$ cat config.mk
export PLATFORM = sky130hd
export DESIGN_NAME = der_sequence_chain_splitter_core
export DESIGN_NICKNAME = d
export VERILOG_FILES = /design/src/rtl/dscs_pkg.sv /design/src/rtl/dscs_step.sv /design/src/rtl/der_sequence_chain_splitter_core.sv
export SDC_FILE = /design/constraint.sdc
export NUM_CORES = 1
export LEC_CHECK = 0
export ABC_AREA = 1
export BUFFER_PORTS_ARGS = -buffer_cell sky130_fd_sc_hd__buf_2
export CAP_MARGIN = 20
export CORE_MARGIN = 2
export CORE_UTILIZATION = 50
export CTS_BUF_LIST = sky130_fd_sc_hd__clkbuf_4 sky130_fd_sc_hd__clkbuf_8 sky130_fd_sc_hd__clkbuf_16
export DETAILED_ROUTE_END_ITERATION = 6
export GPL_ROUTABILITY_DRIVEN = 0
export PLACE_DENSITY = 0.79
export SYNTH_ARGS = -nofsm -noshare
export SYNTH_HDL_FRONTEND = slang
export SYNTH_SLANG_ARGS = --single-unit
export TNS_END_PERCENT = 20
$ cat constraint.sdc
create_clock -name clk_i -period 4.1 [get_ports clk_i]
set_clock_uncertainty 0.15 [all_clocks]
set_input_delay 0.82 -clock clk_i [delete_from_list [all_inputs] [get_ports clk_i]]
set_output_delay 0.82 -clock clk_i [all_outputs]
set_load 0.02 [all_outputs]
$ cat src/rtl/dscs_pkg.sv
package dscs_pkg;

  localparam logic [7:0] TagSeq       = 8'h30;
  localparam logic [7:0] LongFormBit  = 8'h80;
  localparam logic [7:0] LenValueMask = 8'h7F;
  localparam logic [6:0] LenBytes1    = 7'h01;
  localparam logic [6:0] LenBytes2    = 7'h02;
  localparam logic [6:0] LenBytes4    = 7'h04;

  localparam logic [2:0] PhTag     = 3'd0;
  localparam logic [2:0] PhLen     = 3'd1;
  localparam logic [2:0] PhLenExt  = 3'd2;
  localparam logic [2:0] PhContent = 3'd3;
  localparam logic [2:0] PhDrop    = 3'd4;

  localparam logic [1:0] StOk     = 2'd0;
  localparam logic [1:0] StNoTag  = 2'd1;
  localparam logic [1:0] StBadLen = 2'd2;
  localparam logic [1:0] StTrunc  = 2'd3;

  localparam logic [15:0] CertCntMax = 16'hFFFF;

  typedef struct packed {
    logic [2:0]  phase;
    logic [2:0]  len_left;
    logic [31:0] content_left;
    logic [15:0] cert_cnt;
    logic [1:0]  err;
  } state_t;

  typedef struct packed {
    logic [7:0]  out_byte;
    logic        byte_valid;
    logic        cert_start;
    logic        cert_end;
    logic [15:0] cert_index;
    logic        chain_done;
    logic [1:0]  status;
  } result_t;

endpackage

$ cat src/rtl/dscs_step.sv
module dscs_step (
  input  dscs_pkg::state_t  state_i,
  input  logic [7:0]        data_byte_i,
  input  logic              end_of_buffer_i,
  output dscs_pkg::state_t  state_o,
  output dscs_pkg::result_t result_o
);

  logic [6:0]  len_n;
  logic        finish;
  logic [31:0] cont_ext;
  logic [2:0]  left_dec;
  logic [31:0] cont_dec;

  always_comb begin
    len_n    = data_byte_i[6:0] & dscs_pkg::LenValueMask[6:0];
    cont_ext = {state_i.content_left[23:0], data_byte_i};
    left_dec = (state_i.len_left != 3'd0) ? state_i.len_left - 3'd1 : 3'd0;
    cont_dec = (state_i.content_left != 32'd0) ? state_i.content_left - 32'd1 : 32'd0;
    finish   = 1'b0;
    state_o  = state_i;
    result_o = '0;
    result_o.out_byte   = data_byte_i;
    result_o.cert_index = state_i.cert_cnt;
    result_o.chain_done = end_of_buffer_i;

    case (state_i.phase)
      dscs_pkg::PhTag: begin
        if (data_byte_i == dscs_pkg::TagSeq) begin
          result_o.byte_valid = 1'b1;
          result_o.cert_start = 1'b1;
          state_o.phase       = dscs_pkg::PhLen;
        end else begin
          state_o.err   = dscs_pkg::StNoTag;
          state_o.phase = dscs_pkg::PhDrop;
        end
      end
      dscs_pkg::PhLen: begin
        if ((data_byte_i & dscs_pkg::LongFormBit) == 8'h00) begin
          result_o.byte_valid  = 1'b1;
          state_o.content_left = {24'd0, data_byte_i};
          if (data_byte_i == 8'h00) begin
            finish = 1'b1;
          end else begin
            state_o.phase = dscs_pkg::PhContent;
          end
        end else if (len_n == dscs_pkg::LenBytes1 || len_n == dscs_pkg::LenBytes2 ||
                     len_n == dscs_pkg::LenBytes4) begin
          result_o.byte_valid  = 1'b1;
          state_o.len_left     = len_n[2:0];
          state_o.content_left = 32'd0;
          state_o.phase        = dscs_pkg::PhLenExt;
        end else begin
          state_o.err   = dscs_pkg::StBadLen;
          state_o.phase = dscs_pkg::PhDrop;
        end
      end
      dscs_pkg::PhLenExt: begin
        result_o.byte_valid  = 1'b1;
        state_o.content_left = cont_ext;
        state_o.len_left     = left_dec;
        if (left_dec == 3'd0) begin
          if (cont_ext == 32'd0) begin
            finish = 1'b1;
          end else begin
            state_o.phase = dscs_pkg::PhContent;
          end
        end
      end
      dscs_pkg::PhContent: begin
        result_o.byte_valid  = 1'b1;
        state_o.content_left = cont_dec;
        if (cont_dec == 32'd0) begin
          finish = 1'b1;
        end
      end
      default: begin
        state_o.phase = dscs_pkg::PhDrop;
      end
    endcase

    if (finish) begin
      result_o.cert_end = 1'b1;
      state_o.phase     = dscs_pkg::PhTag;
      if (state_i.cert_cnt != dscs_pkg::CertCntMax) begin
        state_o.cert_cnt = state_i.cert_cnt + 16'd1;
      end
    end

    result_o.status = state_o.err;
    if (end_of_buffer_i && state_o.err == dscs_pkg::StOk &&
        state_o.phase != dscs_pkg::PhTag) begin
      result_o.status = dscs_pkg::StTrunc;
    end

    if (end_of_buffer_i) begin
      state_o       = '0;
      state_o.phase = dscs_pkg::PhTag;
      state_o.err   = dscs_pkg::StOk;
    end
  end

endmodule

$ cat src/rtl/der_sequence_chain_splitter_core.sv
// Splits a concatenated DER certificate chain, fed one byte per transaction,
// into SEQUENCE elements (tag 0x30, short or 1/2/4-byte long-form length).
// Input channel: data_byte_i and end_of_buffer_i under in_valid_i/in_ready_o.
// Output channel: one result per input byte under out_valid_o/out_ready_i,
// carrying the byte, valid/start/end flags, certificate index, chain_done
// and status (ok, missing tag, bad length form, truncated).
// Latency: the result appears in the cycle after the byte is accepted.
// Throughput: one byte per cycle; parsing state and the result register
// update together, so a new byte is taken whenever the result register is
// empty or its result is taken in the same cycle.
// When the receiver stalls, the result is held and in_ready_o drops until
// it is taken. After an error, bytes are passed with byte_valid low until
// the byte marked end_of_buffer_i, after which parsing starts a new chain.
// Reset returns the parser to expecting a tag, index zero, no error, and
// empties the result register.
module der_sequence_chain_splitter_core (
  input  logic        clk_i,
  input  logic        rst_ni,
  input  logic        in_valid_i,
  output logic        in_ready_o,
  input  logic [7:0]  data_byte_i,
  input  logic        end_of_buffer_i,
  output logic        out_valid_o,
  input  logic        out_ready_i,
  output logic [7:0]  out_byte_o,
  output logic        byte_valid_o,
  output logic        cert_start_o,
  output logic        cert_end_o,
  output logic [15:0] cert_index_o,
  output logic        chain_done_o,
  output logic [1:0]  status_o
);

  dscs_pkg::state_t  state_q, state_d;
  dscs_pkg::result_t res_q, res_d;
  logic              out_valid_q;
  logic              accept;

  assign in_ready_o = !out_valid_q || out_ready_i;
  assign accept     = in_valid_i && in_ready_o;

  dscs_step u_step (
    .state_i         (state_q),
    .data_byte_i     (data_byte_i),
    .end_of_buffer_i (end_of_buffer_i),
    .state_o         (state_d),
    .result_o        (res_d)
  );

  always_ff @(posedge clk_i or negedge rst_ni) begin
    if (!rst_ni) begin
      state_q     <= '{phase: dscs_pkg::PhTag, len_left: 3'd0, content_left: 32'd0,
                       cert_cnt: 16'd0, err: dscs_pkg::StOk};
      out_valid_q <= 1'b0;
    end else begin
      if (accept) begin
        state_q     <= state_d;
        out_valid_q <= 1'b1;
      end else if (out_ready_i) begin
        out_valid_q <= 1'b0;
      end
    end
  end

  always_ff @(posedge clk_i) begin
    if (accept) begin
      res_q <= res_d;
    end
  end

  assign out_valid_o  = out_valid_q;
  assign out_byte_o   = res_q.out_byte;
  assign byte_valid_o = res_q.byte_valid;
  assign cert_start_o = res_q.cert_start;
  assign cert_end_o   = res_q.cert_end;
  assign cert_index_o = res_q.cert_index;
  assign chain_done_o = res_q.chain_done;
  assign status_o     = res_q.status;

endmodule

==> flow_summary_export.csv, run 1 <==
group,metric,value,unit
logic_synthesis,ys_seq_elements,87,
routing,first_iter_violations,614,
routing,dr_total_vias,5093,
floorplan,core_area,0.0102,mm2
pwr,irDropWorstVdd,0.126,mV
sta,hold_slack,0.327,ns
placement,port_buffers,44,
sta,setup_viol,0,
finish,final-seq-area,0.00233,mm2
pwr,p_total,1.68,mW
pwr,leakagePower,2.66,nW
setup_path,cpLargestDelayFamily,"simple AND/OR/NAND/NOR gates",
finish,areaGrowthSynthToFinish,9.93,%
routing,dr.pass1.iters,7,
sta,post-route-min-period,3.28,ns
setup_path,path_cells,"inv_1 -> ha_1 -> nand2_4 -> nor2_8 -> nand2_2 -> inv_2 -> nand2_2 -> nand2_1 -> nand2_1 -> nor2_1 -> nand2_1 -> nor2_1 -> nand3_2 -> nand2_4 -> nand2_4 -> nand2_4 -> nand2_1 -> nand2_1",
routing,vias_per_cell,5.76,
min_path,hp-class,"in2async",
finish,diodes,0,
placement,dpl.cell_count,868,
cts,cts.sinks,87,
pwr,powerDensity,294,mW/mm2
finish,drive_gt1_share,11.0,%
global_routing,antenna_found_initial,0,
floorplan,num_io_pins,45,
setup_path,worstSetupPathType,"reg2reg",
setup_path,path_buf_inv,2,
sta,worst_pin_slew,0.756,ns
finish,utilization,56.0,%
finish,fill_cells,937,
setup_path,cpMostUsedCell,"nand2_1",
logic_synthesis,ys_seq_area_share,44.9,%
logic_synthesis,ys_types,34,
floorplan,start_util,50.9,%
global_routing,grt_util_all_layers,24.7,%
placement,dp_hpwl,9.85,mm
routing,antenna_left,0,
logic_synthesis,syn_nets,716,
setup_path,critPathLaunchType,"register",
floorplan,die_h,106,um
cts,clk_pin_slew,0.10,ns
logic_synthesis,syn_area,0.00519,mm2
cts,clockRootBuffer,"clkbuf_8",
sta,fin_setup_tns,0,ns
global_routing,grt-ovfl-total,0,
cts,clk-insertion-delay-late,0.37,ns
cts,cts_resized,0,
routing,wirelength,13.3,mm
logic_synthesis,synthCells,701,
global_routing,first_global_vias,4600,
setup_path,required,4.25,ns
run,cap_violations,0,
finish,num-nets-final,758,
cts,cts_tree,"done",
setup_path,worstPathMaxFanout,29,
floorplan,die_area,0.0112,mm2
cts,cts_setup_buffers,0,
logic_synthesis,ys.warnings.count,0,
routing,drt-wirelength-per-cell,15.0,um
sta,fmax,305,MHz
setup_path,slowest_delay,0.40,ns
sta,grt_setup_unrepaired,"no",
outcome,status,"complete, no violations",
cts,cts-htree-levels,3,
setup_path,worstPathArrival,3.43,ns
floorplan,die_width,106,um
sta,slew_violations,0,
logic_synthesis,syn_area_per_cell,7.40,um2
floorplan,placementRows,37,
sta,period_share,80.0,%
setup_path,critPathCaptureType,"register",
cts,cts_buffer_depth,2,
cts,cts_hold_repair.buffers,0,
sta,max_slew_margin,49.5,%
routing,drc_errors,0,
setup_path,crit_path_top_delay_cell,"dfrtp_1",
finish,multiInputGateArea,0.00248,mm2
global_routing,grt_max_degree,34,
sta,hold_violations,0,
finish,final_cells,884,
global_routing,grt_pass1_wl,22.3,mm
cts,cts_buffers,9,
## where the power goes
part	switching, mW	internal (mW)	leakage (nW)	total (mW)
Clock	0.318	0.221	0.0846	0.539
Combinational	0.123	0.0499	1.50	0.173
Sequential	0.0246	0.941	1.08	0.966
## metrics by stage
stage	worst slack (ns)	area [um2]
after global placement	1.06	5530
after global routing	0.599	5700
after floorplan	0.865	5190
after CTS	0.908	5700
after detailed placement	0.953	5530
final	0.821	5700
## flip-flops by register name, summed over array words and instances, names as in the netlist
| name | flops |
|---|---|
| byte_valid_o | 1 |
| cert_end_o | 1 |
| cert_index_o | 16 |
| cert_start_o | 1 |
| chain_done_o | 1 |
| out_byte_o | 8 |
| out_valid_o | 1 |
| state_q | 56 |
| status_o | 2 |
## final timing paths
kind / from / end / slack [ns] / cells after the start
setup / recovery: state_q[18] / state_q[10] / 0.82 / 18
max in group asynchronous: rst_ni / state_q[13] / 2.62 / 2
setup reg to reg: state_q[18] / state_q[10] / 0.82 / 18
hold / removal: rst_ni / state_q[43] / 0.33 / 1
hold reg to reg: state_q[1] / state_q[1] / 0.37 / 2
min in group clk_i: state_q[1] / state_q[1] / 0.37 / 2
## Yosys cell counts (all sizes together)
cell type	count	share of area, %
o32ai	7	1.2
ha	2	0.48
nor3b	1	0.14
a21oi	26	2.5
buf	6	0.99
edfxtp	30	17
dfrtp	57	27
o22ai	29	3.5
clkinv	1	0.072
nor2	128	9.8
o21ai	38	3.7
o211ai	1	0.14
nand4	15	1.8
nor3	15	1.4
nand2	171	13
clkbuf	14	1.0
xor2	14	2.4
a31oi	1	0.12
o21a	2	0.29
or2	2	0.24
xnor2	3	0.51
nand3	60	5.9
inv	73	5.3
nor4	3	0.36
or3	2	0.24
## placed cells by master (no fill, tap or decap), drive strengths merged
cell,instances
a21oi,26
a31oi,1
buf,51
clkbuf,9
clkinv,5
clkinvlp,2
dfrtp,57
edfxtp,30
ha,2
inv,74
nand2,171
nand3,60
nand4,15
nor2,128
nor3,15
nor3b,1
nor4,3
o211ai,1
o21a,2
o21ai,38
o22ai,29
o32ai,7
or2,2
or3,2
xnor2,3
xor2,14
## cells by family (layout without fill, tap and decap cells)
logic type	Yosys count	after routing	share of synthesized area, %
fa+ha+maj	2	2	0.482
buf+inv	94	141	7.35
flops	87	87	44.9
xor+xnor	17	17	2.87
simple gates	397	397	33.0
compound gates	104	104	11.4
## layout make-up
cell class                      count  share of cell area (%)
Inverter                           74                    4.87
Timing Repair Buffer               51                    4.78
Clock inverter                      7                   0.855
Tap cell                          136                    2.98
Sequential cell                    87                    40.8
Multi-Input combinational cell    520                    43.5
Clock buffer                        9                    2.17
## routing by layer
layer  global-route usage [%]  vias to the layer above  wire (um)
li1                         -                     2422          -
met1                     34.5                     2362       5640
met2                     38.4                      280       6070
met3                     4.27                       29       1280
met4                     9.87                        0        306
met5                        0                        -          0
Power figures use the tool's default switching activity.
==> inputs of run 2 (changes only) <==
- ABC_AREA: 1 -> 0
- clock period: 4.1 -> 3.2 ns (I/O delays scaled with it)
==> run 2 against run 1 <==
Compared with the run above:
- core utilization grew 11 points
- combinational power grew 29%
- wire length grew 20%
- sequential share of layout area shrank 5.5 points
- final area grew 16%
- largest cell class unchanged
- the flow now finishes with violations (DRC, setup timing)
- maximum frequency shrank 9.0%
- non-clock buffer count grew 98
- critical path type unchanged
- largest power group unchanged
- area after synthesis shrank 1.0%
==> flow_summary_export.csv, run 2 <==
group,metric,value,unit
finish,diodes,0,
cts,cts_hold_repair.buffers,0,
routing,antenna_left,0,
global_routing,grt_util_all_layers,28.3,%
routing,drt-wirelength-per-cell,18.9,um
logic_synthesis,async_reset_ff_share,65.5,%
outcome,status,"complete, but fails checks",
sta,fmax,277,MHz
logic_synthesis,ys_types,65,
finish,drive_gt1_share,29.6,%
logic_synthesis,ys_seq_area_share,45.3,%
sta,slew_violations,0,
setup_path,worstSetupPathType,"reg2reg",
finish,multiInputGateArea,0.00278,mm2
finish,regMostFlops,"state_q",
pwr,p_clk_share,35.8,%
setup_path,ff2ff_setup_slack,-0.40,ns
floorplan,die_area,0.0111,mm2
global_routing,grt_pass1_wl,25.3,mm
finish,final-seq-area,0.00233,mm2
sta,fin_setup_tns,-5.35,ns
finish,num-nets-final,723,
logic_synthesis,muxShareOfSynthArea,0.999,%
pwr,p_int,1.65,mW
finish,largest_reg_flops,56,
setup_path,critPathCaptureType,"register",
global_routing,grt_max_degree,58,
pwr,p_total,2.28,mW
pwr,powerDensity,346,mW/mm2
routing,vias_per_cell,6.48,
floorplan,placementRows,36,
logic_synthesis,ys_top_cells_by_count,"o21ai_0, nor2_1, dfrtp_1",
pwr,irDropWorstVdd,0.264,mV
setup_path,worstPathArrival,3.77,ns
sta,fin_ws,-0.405,ns
pwr,p_comb_share,9.8,%
routing,dr.pass1.iters,7,
logic_synthesis,synth-edff-count,30,
logic_synthesis,yosys.area_share.adder,0.487,%
logic_synthesis,synthCells,581,
floorplan,core_area,0.00986,mm2
cts,cts_buffer_depth,2,
global_routing,grt-ovfl-total,0,
setup_path,required,3.37,ns
sta,hold_slack,0.240,ns
run,cap_violations,0,
logic_synthesis,ys.flop_type,"dfrtp_1",
setup_path,slowest_delay,0.49,ns
finish,layout_common_cells,"buf_4, nor2_1, o21ai_0",
logic_synthesis,synth-simple-area-share,27.6,%
cts,clk_pin_slew,0.09,ns
cts,cts_tree,"done",
placement,dp_hpwl,11.0,mm
sta,post-route-min-period,3.60,ns
sta,hold_violations,0,
setup_path,crit_start,"state_q[18]",
logic_synthesis,ys_seq_elements,87,
floorplan,die_width,105,um
logic_synthesis,synth.largest_area_cell,"dfrtp_1",
placement,port_buffers,44,
routing,drc_errors,8,
cts,cts-htree-levels,3,
setup_path,crit_path_top_delay_cell,"or4b_4",
outcome,violations,"DRC, setup timing",
sta,worst_pin_slew,0.768,ns
sta,max_slew_margin,48.8,%
min_path,hp-class,"in2async",
setup_path,rr_worst_depth,12,
pwr,power_switching,633,uW
routing,wirelength,16.0,mm
setup_path,r2r-end,"state_q[3]",
floorplan,num_io_pins,45,
setup_path,worstPathMaxFanout,6,
cts,cts.sinks,87,
finish,areaGrowthSynthToFinish,28.4,%
logic_synthesis,synthTopCellsByArea,"dfrtp_1, edfxtp_1, o21ai_0, nor2_1, nand2_1",
logic_synthesis,synth_xor_area_share,2.56,%
cts,clk-insertion-delay-late,0.38,ns
logic_synthesis,syn_nets,596,
cts,clockRootBuffer,"clkbuf_8",
setup_path,reg2reg_from,"state_q[18]",
floorplan,start_util,52.1,%
logic_synthesis,ys.warnings.count,0,
pwr,leakagePower,2.83,nW
setup_path,critPathLaunchType,"register",
sta,period_share,113,%
global_routing,antenna_found_initial,0,
finish,final_common_cell,"buf_4",
sta,grt_setup_unrepaired,"yes",
logic_synthesis,synth-compound-area-share,18.8,%
cts,cts_buffers,9,
floorplan,die_h,105,um
finish,utilization,66.8,%
pwr,switching_share,27.7,%
logic_synthesis,syn_area,0.00513,mm2
routing,dr_total_vias,5485,
sta,setup_viol,21,
finish,fill_cells,729,
global_routing,first_global_vias,5142,
pwr,sequentialPowerShare,54.4,%
setup_path,path_cells,"buf_6 -> nor4_4 -> buf_4 -> buf_4 -> nand4_1 -> o21ai_0 -> nor4b_1 -> nand4_1 -> o41a_1 -> buf_6 -> or4b_4 -> nand3_2",
routing,first_iter_violations,581,
logic_synthesis,synth_most_common_cell,"o21ai_0",
logic_synthesis,synth_top_family_by_area,"simple AND/OR/NAND/NOR gates",
logic_synthesis,syn_area_per_cell,8.84,um2
logic_synthesis,synth_top_area_share,27.8,%
-- run 2: cell count changes after synthesis, moves of 12 or more --
cell / delta
o22ai_1: -23
clkbuf_1: +14
or3_1: +12
nor4_1: +13
o21ai_0: +22
nor2_1: -66
nand2_1: -114
inv_1: -53
nand3_1: -36
-- run 2: worst max-delay path: cells and delay by family, from the launching register on --
kind | cells | cell delay [ns]
AOI/OAI and AO/OA | 2 | 0.73
and+or+nand+nor | 6 | 1.64
DFF | 1 | 0.43
buffers and inverters | 4 | 0.61
-- run 2: worst max path at each step --
stage | slack [ns] | cells after the start | to
6_report | -0.40 | 12 | state_q[3]
5_1_grt | -0.41 | 12 | state_q[3]
4_1_cts | -0.25 | 9 | state_q[3]
3_5_place_dp | -0.28 | 9 | state_q[3]
3_3_place_gp | -0.19 | 9 | state_q[3]
2_1_floorplan | -0.13 | 9 | state_q[3]
-- run 2: area by class of cell --
type                    count  share of cell area (%)
flip-flops and latches     87                    35.3
repair buffers            149                    15.8
multi-input cells         442                    42.2
clock buffers               9                    1.88
clock inverters             7                    1.21
inverters                  19                    1.08
well taps                 133                    2.52
-- run 2: cell families (layout without fill, tap and decap cells) --
group / after synthesis / in the layout
AND/OR/NAND/NOR: 265 / 265
AO/OA/AOI/OAI: 155 / 155
flip-flops: 87 / 87
buffers and inverters: 52 / 184
XOR/XNOR: 15 / 15
multiplexers: 5 / 5
adder cells (fa/ha/maj): 2 / 2
-- run 2: per-layer routing --
layer | track usage, % | wire length (um) | up-vias
li1 | - | - | 2436
met1 | 36.5 | 6200 | 2608
met2 | 45.3 | 7600 | 359
met3 | 7.17 | 1530 | 82
met4 | 11.9 | 627 | 0
met5 | 0 | 0 | -
-- run 2: what timing repair did --
item                       in CTS  in global routing
gates resized for setup         9                 28
cloned                          2                  1
pin swaps                      17                 13
setup buffers                   3                  2
setup endpoints to repair      19                 21
-- run 2: stage by stage --
stage                     cells  worst slack (ns)  area [um2]
after floorplan             581            -0.133        5190
after global placement      822            -0.195        6170
after detailed placement    822            -0.283        6170
after CTS                   843            -0.249        6450
after global routing        846            -0.411        6590
final                       846            -0.405        6590
-- run 2: power groups by stage --
stage	registers, mW	clock network, mW	logic (mW)
2_1_floorplan	1.28	0	0.104
3_3_place_gp	1.26	0	0.205
3_5_place_dp	1.26	0	0.212
4_1_cts	1.24	0.819	0.215
5_1_grt	1.25	0.863	0.242
6_report	1.24	0.816	0.224
==> inputs of run 3 (changes only) <==
- PLACE_DENSITY: 0.79 -> 0.78
- SYNTH_HIERARCHICAL: default -> 1
==> run 3 against run 2 <==
Compared with the run above:
- the flow still finishes with violations (DRC, setup timing)
- worst hold slack better by 0.051 ns
- sequential share of layout area down 3.9 points
- wire length rose by 9.9%
- critical path type unchanged
- highest routed layer unchanged
==> flow_summary_export.csv, run 3 <==
group,metric,value,unit
sta,post-route-min-period,3.85,ns
routing,drc_errors,8,
sta,setup_viol,30,
sta,grt_setup_unrepaired,"yes",
setup_path,critPathCaptureType,"register",
global_routing,grt_pass1_wl,27.6,mm
logic_synthesis,syn_area_per_cell,9.36,um2
logic_synthesis,synth_most_common_cell,"nor2_1",
sta,fin_ws,-0.650,ns
finish,final_common_cell,"buf_4",
floorplan,placementRows,39,
logic_synthesis,synthCells,637,
global_routing,first_global_vias,5578,
floorplan,die_width,113,um
finish,regMostFlops,"state_q",
logic_synthesis,ys_top_cells_by_count,"nor2_1, dfrtp_1, a21oi_1",
placement,dp_hpwl,11.2,mm
min_path,hp-class,"in2async",
routing,vias_per_cell,6.55,
pwr,p_total,2.52,mW
global_routing,grt_max_degree,58,
floorplan,start_util,51.8,%
global_routing,antenna_found_initial,0,
placement,dpl.cell_count,870,
setup_path,worstPathMaxFanout,6,
logic_synthesis,ys_seq_elements,87,
logic_synthesis,ys_seq_area_share,39.0,%
outcome,violations,"DRC, setup timing",
logic_synthesis,synth_top_area_share,23.9,%
routing,antenna_left,0,
routing,drt-wirelength-per-cell,19.7,um
sta,hold_violations,0,
finish,areaGrowthSynthToFinish,24.5,%
finish,final_cells,891,
logic_synthesis,syn_area,0.00596,mm2
cts,clockRootBuffer,"clkbuf_16",
routing,wirelength,17.5,mm
cts,cts_buffers,9,
routing,dr_total_vias,5837,
logic_synthesis,synthTopCellsByArea,"dfrtp_1, edfxtp_1, mux2_4, mux2_2, nor2_1",
finish,layout_common_cells,"buf_4, nor2_1, dfrtp_1",
logic_synthesis,synth.largest_area_cell,"dfrtp_1",
pwr,powerDensity,339,mW/mm2
sta,max_slew_margin,46.4,%
run,cap_violations,0,
finish,num-nets-final,760,
floorplan,core_area,0.0115,mm2
cts,cts-htree-levels,3,
floorplan,num_io_pins,45,
logic_synthesis,synth-edff-count,30,
routing,dr.pass1.iters,7,
setup_path,worstPathArrival,3.99,ns
global_routing,grt-ovfl-total,0,
pwr,irDropWorstVdd,0.257,mV
sta,period_share,120,%
floorplan,die_area,0.0128,mm2
routing,first_iter_violations,909,
cts,clk_pin_slew,0.07,ns
setup_path,required,3.34,ns
floorplan,die_h,113,um
logic_synthesis,syn_nets,654,
sta,fmax,260,MHz
cts,clk-insertion-delay-late,0.35,ns
cts,cts_tree,"done",
global_routing,grt_util_all_layers,26.7,%
logic_synthesis,async_reset_ff_share,65.5,%
finish,diodes,0,
setup_path,critPathLaunchType,"register",
logic_synthesis,ys.flop_type,"dfrtp_1",
cts,cts_hold_repair.buffers,0,
sta,worst_pin_slew,0.804,ns
logic_synthesis,ys_types,59,
cts,cts.sinks,87,
finish,fill_cells,835,
sta,slew_violations,0,
pwr,leakagePower,3.33,nW
finish,largest_reg_flops,56,
finish,drive_gt1_share,39.2,%
setup_path,worstSetupPathType,"reg2reg",
placement,port_buffers,44,
cts,cts_buffer_depth,2,
outcome,status,"complete, but fails checks",
logic_synthesis,ys.warnings.count,6,
-- run 3: report_power, final --
part | leakage [nW] | switching (mW) | internal [mW]
Sequential | 1.08 | 0.00901 | 1.18
Combinational | 2.09 | 0.144 | 0.0747
Clock | 0.150 | 0.489 | 0.623
Total | 3.33 | 0.643 | 1.88
-- run 3: cells by family (layout without fill, tap and decap cells) --
kind of cell	count (synthesis)	count (layout)	synth area share, %
AND/OR/NAND/NOR	248	248	21.2
AO/OA/AOI/OAI	132	132	15.2
buffers and inverters	89	200	8.02
flip-flops	87	87	39.0
multiplexers	63	63	13.7
XOR/XNOR	14	14	2.06
adder cells (fa/ha/maj)	4	4	0.839
-- run 3: path summary, 6_finish.rpt --
path / from / end / slack (ns) / cells after the start
worst max-delay path: state_q[26] / state_q[9] / -0.65 / 14
worst min-delay path: rst_ni / state_q[33] / 0.29 / 2
worst max register to register: state_q[26] / state_q[9] / -0.65 / 14
worst min register to register: state_q[12] / cert_index_o[10] / 0.36 / 0
max in group asynchronous: rst_ni / state_q[18] / 2.06 / 2
min in group clk_i: state_q[12] / cert_index_o[10] / 0.36 / 0
-- run 3: metal layers --
layer	part of all wire [%]	global-route usage, %	up-vias
li1	-	-	2545
met1	39	33.2	2751
met2	47	44.2	439
met3	9.6	5.41	102
met4	4.6	13.5	0
met5	0	0	-
-- run 3: area by class of cell --
cell class	count	area [um2]	share of cell area (%)
multi-input combinational	461	3370	45.4
sequential	87	2330	31.4
timing repair buffer	165	1160	15.6
clock buffer	9	225	3.03
tap	143	179	2.41
clock inverter	7	86.3	1.16
inverter	19	71.3	0.961
-- run 3: per-stage QoR --
step	setup TNS, ns	hold WS, ns	instance area [um2]	utilization, %	setup WS [ns]
floorplan	-10.91	0.194	6040	-	-0.779
global placement	-9.31	0.336	6900	59.9	-0.558
detailed placement	-10.63	0.340	6910	60.0	-0.648
CTS	-8.63	0.338	7280	63.2	-0.533
global route	-14.19	0.379	7420	64.5	-0.745
finish	-10.34	0.291	7420	64.5	-0.650
-- run 3: critical path, stage by stage, from the launching register on --
cell,delay [ns]
dfrtp_1,0.38
or4_4,0.55
buf_4,0.17
nor4_4,0.24
buf_4,0.18
buf_4,0.13
nand4_1,0.11
mux2i_1,0.22
nand4_1,0.15
and2_4,0.21
or3_4,0.42
buf_4,0.18
or4_1,0.46
nand2_1,0.09
mux2_2,0.16
-- run 3: timing repair --
action / 4_1_cts / 5_1_grt
pin swaps: 1 / 7
setup endpoints to repair: 33 / 43
buffers inserted: 3 / 2
gates resized for setup: 10 / 26
